File: config.mk
export PLATFORM = sky130hd
export DESIGN_NAME = ffca_cell
export DESIGN_NICKNAME = d
export VERILOG_FILES = /design/src/hdl/ffca_pkg.sv /design/src/hdl/ffca_cell.sv
export SDC_FILE = /design/constraint.sdc
export NUM_CORES = 1
export LEC_CHECK = 0
export BUFFER_PORTS_ARGS = -buffer_cell sky130_fd_sc_hd__buf_2
export CORE_ASPECT_RATIO = 0.5
export CORE_MARGIN = 5
export CORE_UTILIZATION = 25
export CTS_BUF_LIST = sky130_fd_sc_hd__clkbuf_8
export DETAILED_ROUTE_END_ITERATION = 10
export GPL_ROUTABILITY_DRIVEN = 0
export PLACE_DENSITY_LB_ADDON = 0.05
export SYNTH_ARGS = -nofsm -noshare
export SYNTH_HDL_FRONTEND = slang
export SYNTH_SLANG_ARGS = --single-unit
File: constraint.sdc
create_clock -name aclk -period 7.3 [get_ports aclk]
set_input_delay 0.73 -clock aclk [delete_from_list [all_inputs] [get_ports aclk]]
set_output_delay 0.73 -clock aclk [all_outputs]
set_load 0.02 [all_outputs]
File: src/hdl/ffca_pkg.sv
// shared types and codes for the first-fit chunk allocator
// no dependencies; used by every other file of the block
`default_nettype none

package ffca_pkg;

    localparam int KIND_W     = 1;
    localparam int SIZE_IN_W  = 13;
    localparam int OFF_IN_W   = 12;
    localparam int STATUS_W   = 3;
    localparam int S_DATA_W   = 32;
    localparam int S_USER_W   = 2;
    localparam int M_DATA_W   = 16;

    localparam logic KIND_ALLOC = 1'b0;
    localparam logic KIND_FREE  = 1'b1;

    typedef enum logic [STATUS_W-1:0] {
        ST_OK      = 3'd0,
        ST_NO_FIT  = 3'd1,
        ST_NULL    = 3'd2,
        ST_UNKNOWN = 3'd3,
        ST_DOUBLE  = 3'd4,
        ST_FULL    = 3'd5
    } status_t;

    // control part of the request token that walks the cell row
    typedef struct packed {
        logic    vld;
        logic    kind;
        logic    done;
        logic    full;
        logic    split;
        logic    app_pend;
        status_t status;
    } tok_ctl_t;

endpackage

`default_nettype wire

File: src/hdl/ffca_cell.sv
// one chunk table entry with its slice of the request token path
// depends on ffca_pkg
`default_nettype none

module ffca_cell #(
    parameter int HEAP_BYTES = 4096,
    parameter int OFF_W      = 12,
    parameter int SIZE_W     = 13,
    parameter bit INIT_VALID = 1'b0
) (
    input  wire                   aclk,
    input  wire                   aresetn,
    input  ffca_pkg::tok_ctl_t    in_ctl,
    input  wire  [SIZE_W-1:0]     in_size,
    input  wire  [OFF_W-1:0]      in_off,
    input  wire  [OFF_W-1:0]      in_app_off,
    input  wire  [SIZE_W-1:0]     in_app_size,
    input  wire  [OFF_W-1:0]      in_res_off,
    output ffca_pkg::tok_ctl_t    out_ctl,
    output logic [SIZE_W-1:0]     out_size,
    output logic [OFF_W-1:0]      out_off,
    output logic [OFF_W-1:0]      out_app_off,
    output logic [SIZE_W-1:0]     out_app_size,
    output logic [OFF_W-1:0]      out_res_off
);

    logic                vld_reg, vld_next;
    logic                free_reg, free_next;
    logic [OFF_W-1:0]    off_reg, off_next;
    logic [SIZE_W-1:0]   size_reg, size_next;

    ffca_pkg::tok_ctl_t  ctl_reg, ctl_next;
    logic [SIZE_W-1:0]   tsize_reg;
    logic [OFF_W-1:0]    toff_reg;
    logic [OFF_W-1:0]    app_off_reg, app_off_next;
    logic [SIZE_W-1:0]   app_size_reg, app_size_next;
    logic [OFF_W-1:0]    res_off_reg, res_off_next;

    logic                fits;
    logic [SIZE_W-1:0]   rest;

    always_comb begin
        vld_next      = vld_reg;
        free_next     = free_reg;
        off_next      = off_reg;
        size_next     = size_reg;
        ctl_next      = in_ctl;
        app_off_next  = in_app_off;
        app_size_next = in_app_size;
        res_off_next  = in_res_off;
        fits          = size_reg >= in_size;
        rest          = size_reg - in_size;
        if (in_ctl.vld) begin
            if (in_ctl.kind == ffca_pkg::KIND_ALLOC) begin
                if (!in_ctl.done && vld_reg && free_reg && fits) begin
                    ctl_next.done = 1'b1;
                    if (rest != '0 && in_ctl.full) begin
                        ctl_next.status = ffca_pkg::ST_FULL;
                    end else begin
                        free_next       = 1'b0;
                        size_next       = in_size;
                        ctl_next.status = ffca_pkg::ST_OK;
                        res_off_next    = off_reg;
                        if (rest != '0) begin
                            ctl_next.split    = 1'b1;
                            ctl_next.app_pend = 1'b1;
                            app_off_next      = off_reg + in_size[OFF_W-1:0];
                            app_size_next     = rest;
                        end
                    end
                end else if (in_ctl.app_pend && !vld_reg) begin
                    // first empty entry takes the remainder
                    vld_next          = 1'b1;
                    free_next         = 1'b1;
                    off_next          = in_app_off;
                    size_next         = in_app_size;
                    ctl_next.app_pend = 1'b0;
                end
            end else if (!in_ctl.done && vld_reg && off_reg == in_off) begin
                ctl_next.done = 1'b1;
                if (free_reg) begin
                    ctl_next.status = ffca_pkg::ST_DOUBLE;
                end else begin
                    free_next       = 1'b1;
                    ctl_next.status = ffca_pkg::ST_OK;
                end
            end
        end
    end

    always_ff @(posedge aclk) begin
        if (!aresetn) begin
            vld_reg  <= INIT_VALID;
            free_reg <= 1'b1;
            off_reg  <= '0;
            size_reg <= SIZE_W'(HEAP_BYTES);
            ctl_reg  <= '0;
        end else begin
            vld_reg  <= vld_next;
            free_reg <= free_next;
            off_reg  <= off_next;
            size_reg <= size_next;
            ctl_reg  <= ctl_next;
        end
    end

    always_ff @(posedge aclk) begin
        tsize_reg    <= in_size;
        toff_reg     <= in_off;
        app_off_reg  <= app_off_next;
        app_size_reg <= app_size_next;
        res_off_reg  <= res_off_next;
    end

    assign out_ctl      = ctl_reg;
    assign out_size     = tsize_reg;
    assign out_off      = toff_reg;
    assign out_app_off  = app_off_reg;
    assign out_app_size = app_size_reg;
    assign out_res_off  = res_off_reg;

endmodule

`default_nettype wire

==> out/qor.csv <==
stage;metric;value;unit
run_status;status;completed;
critical_path;FF-to-FF Start;size_reg[0];
die;full die area;23200;um2
final_layout;Non-Filler Instances;917;
global_route;total grt overflow;0;
power;leak pwr;2.86;nW
critical_path;CP Capture Type;flop;
synthesis;number of synthesized flops with an enable pin;0;
clock_network;clk buf depth;2;
critical_path;crit-path most repeated cell;o31a_1;
timing;slew margin rel.;24.1;%
critical_path;worst reg2reg path endpoint;out_app_size[8];
route;via count;4079;
critical_path;R2R Setup Slk;3.45;ns
placed_design;Setup Slack @ Placement;2.84;ns
final_layout;layout cells sized above 1;34.3;%
final_layout;Nets;745;
critical_path;critical path arrival;4.34;ns
synthesis;Synth async-reset ratio;0;%
die;DIE WIDTH;211;um
route;drt first pass iters;4;
final_layout;# diodes;0;
synthesis;Post-Syn Area;5030;um2
route;Final Routed Wirelength;16300;um
die;# IOs;144;
synthesis;Synth Net Count;607;
critical_path;crit-path cells;buf_2 -> inv_1 -> ha_1 -> a211oi_2 -> nor3b_1 -> o31a_1 -> o31a_1 -> o221ai_2 -> nor2_2 -> nor3_4 -> buf_4 -> mux2_2;
critical_path;Critical Path RT;7.59;ns
global_route;GRT Util Overall;14.1;%
final_layout;most frequent cells in the layout;143 x buf_2, 98 x dfxtp_1, 57 x nand2_1;
route;antenna-violating nets left;0;
clock_network;Worst-path clk slew;0.12;ns
synthesis;Ys Warns;0;
final_layout;Layout area overhead;22.4;%
run;Max-Cap Viols;0;
global_route;global-route wire length before repair;24600;um
synthesis;largest area contributor in the netlist;dfxtp_1;
timing;final worst path period share;55.5;%
timing;Tightest Pin Transition;1.14;ns
hold_path;Hold Crit Start;in_off[10];
timing;Fmax;0.247;GHz
critical_path;cells on worst reg2reg path;12;
global_route;vias in the first global route;4158;
timing;final worst slack;3.25;ns
synthesis;Synth Flop Type;dfxtp_1;
global_route;initial antenna violation count;0;
clock_network;CTS tree;done;
hold_path;Worst Hold Path Cells;1;
route;number of DRC violations after detailed-routing iteration 0;165;
clock_network;postcts setup bufs;0;
synthesis;syn_area_per_cell;9.91;um2
critical_path;kind of critical path;input port to flop;
placed_design;DPL Wire Length;12800;um
route;number of remaining DRC errors;0;
placed_design;Buffers on Ports;143;
synthesis;top-area cell type share of the netlist area;39.0;%
clock_network;# clock sinks;98;
die;Die Y;110;um
power;Max IR drop VDD;0.0788;mV
route;WL per Instance;17.8;um
clock_network;worst-skew pair later-pin latency;0.40;ns
timing;Clock Skews;0.0180;ns
hold_path;min-delay worst type;input port to flop;
timing;fin. max-slew vios;0;
critical_path;CP Launch Type;input port;
clock_network;H-Tree Depth;3;
timing;unrepaired setup endpoints after global routing;no;
global_route;largest net degree at the start of global routing;50;
synthesis;leading post-synthesis cells by cell area;dfxtp_1 39%, mux2_4 6.3%, ha_1 6.0%;
final_layout;fillers;2117;
die;Site Rows;36;
synthesis;synth unique cells;72;
critical_path;biggest cell delay along the critical path;0.76;ns
final_layout;most common cell after layout, fill and taps aside;buf_2;
synthesis;Synth Instances;508;
die;Core Box Area;19600;um2
synthesis;flops & latches, synth;98;
clock_network;Post-CTS Hold Buffers;0;
synthesis;register area share after synthesis;39.0;%
power;cell area power density;188;nW/um2
clock_network;CTS buffer count;9;
final_layout;area of the multi-input gates;2810;um2
placed_design;placed cell count;901;
critical_path;Max Fanout on Critical Path;14;
timing;Fin. Hold Viols;0;
route;vias per inst;4.45;
timing;crit path time final;4.05;ns
die;Starting Density;25.6;%
timing;final setup fails;0;
final_layout;register area;1960;um2
clock_network;root buffer selected by CTS;clkbuf_8;
clock_network;CTS resizes;0;
hold_path;hold worst-path end;out_off[10];
critical_path;Critical-path top delay cell;nor3_4;
timing;final setup TNS;0;ns
-- worst max-delay path, delay by kind of cell --
family	cells	cell delay, ns
and+or+nand+nor	3	0.95
muxes	1	0.37
adders and majority gates	1	0.45
AOI/OAI and AO/OA	4	1.13
buffers and inverters	3	0.69
-- cell type report --
| cell class | count | area share [%] |
|---|---|---|
| inverter | 33 | 2.01 |
| multi-input combinational | 358 | 45.7 |
| clock buffer | 9 | 2.01 |
| tap | 266 | 5.40 |
| timing repair buffer | 146 | 12.0 |
| clock inverter | 7 | 1.12 |
| sequential | 98 | 31.8 |
-- cell usage after synthesis, drive strengths merged (14+ instances only) --
master,n
xnor2,16
inv,33
mux2,39
a21oi,16
nor3,14
nand2,57
nor2,26
ha,24
a21boi,15
dfxtp,98
mux2i,22
-- worst max-delay path by stage --
stage / startpoint / endpoint / slack, ns / cells after the start
2_1_floorplan: in_size[8] / out_app_off[0] / 4.02 / 12
4_1_cts: in_size[5] / out_app_size[8] / 3.25 / 12
6_report: in_size[5] / out_app_size[8] / 3.25 / 12
3_5_place_dp: in_size[5] / out_app_size[2] / 2.84 / 12
5_1_grt: in_size[5] / out_app_size[4] / 3.05 / 12
3_3_place_gp: in_size[5] / out_app_size[4] / 2.85 / 12
-- metrics by stage --
stage | cell area (um2) | hold slack (ns) | power [mW] | utilization (%)
6_report | 6160 | 0.459 | 1.16 | 31.4
5_1_grt | 6160 | 0.425 | 1.23 | 31.4
4_1_cts | 6160 | 0.435 | 1.18 | 31.4
3_5_place_dp | 5970 | 0.454 | 0.809 | 30.4
3_3_place_gp | 5970 | 0.448 | 0.809 | 30.4
2_1_floorplan | 5030 | 0.435 | 0.724 | -
-- power breakdown --
part / internal, mW / switching (mW) / leakage (nW)
combinational: 0.0916 / 0.131 / 1.94
sequential: 0.561 / 0.00994 / 0.818
clock: 0.134 / 0.233 / 0.0968
-- metal layers --
metal / global-route usage (%) / wire length, um / vias up
met2: 22.5 / 7380 / 61
met1: 19.7 / 8120 / 1943
met5: 0 / 0 / -
li1: - / - / 2064
met3: 3.08 / 690 / 11
met4: 3.05 / 145 / 0
-- logic make-up after synthesis --
group | after synthesis | synth area share [%]
buffers and inverters | 52 | 5.12
AOI/OAI and AO/OA | 100 | 14.9
adders and majority gates | 26 | 6.76
muxes | 61 | 14.7
and+or+nand+nor | 145 | 15.1
xor gates and xnor gates | 26 | 4.52
DFF | 98 | 39.0
Note: power is estimated with default switching activity, not from simulation.
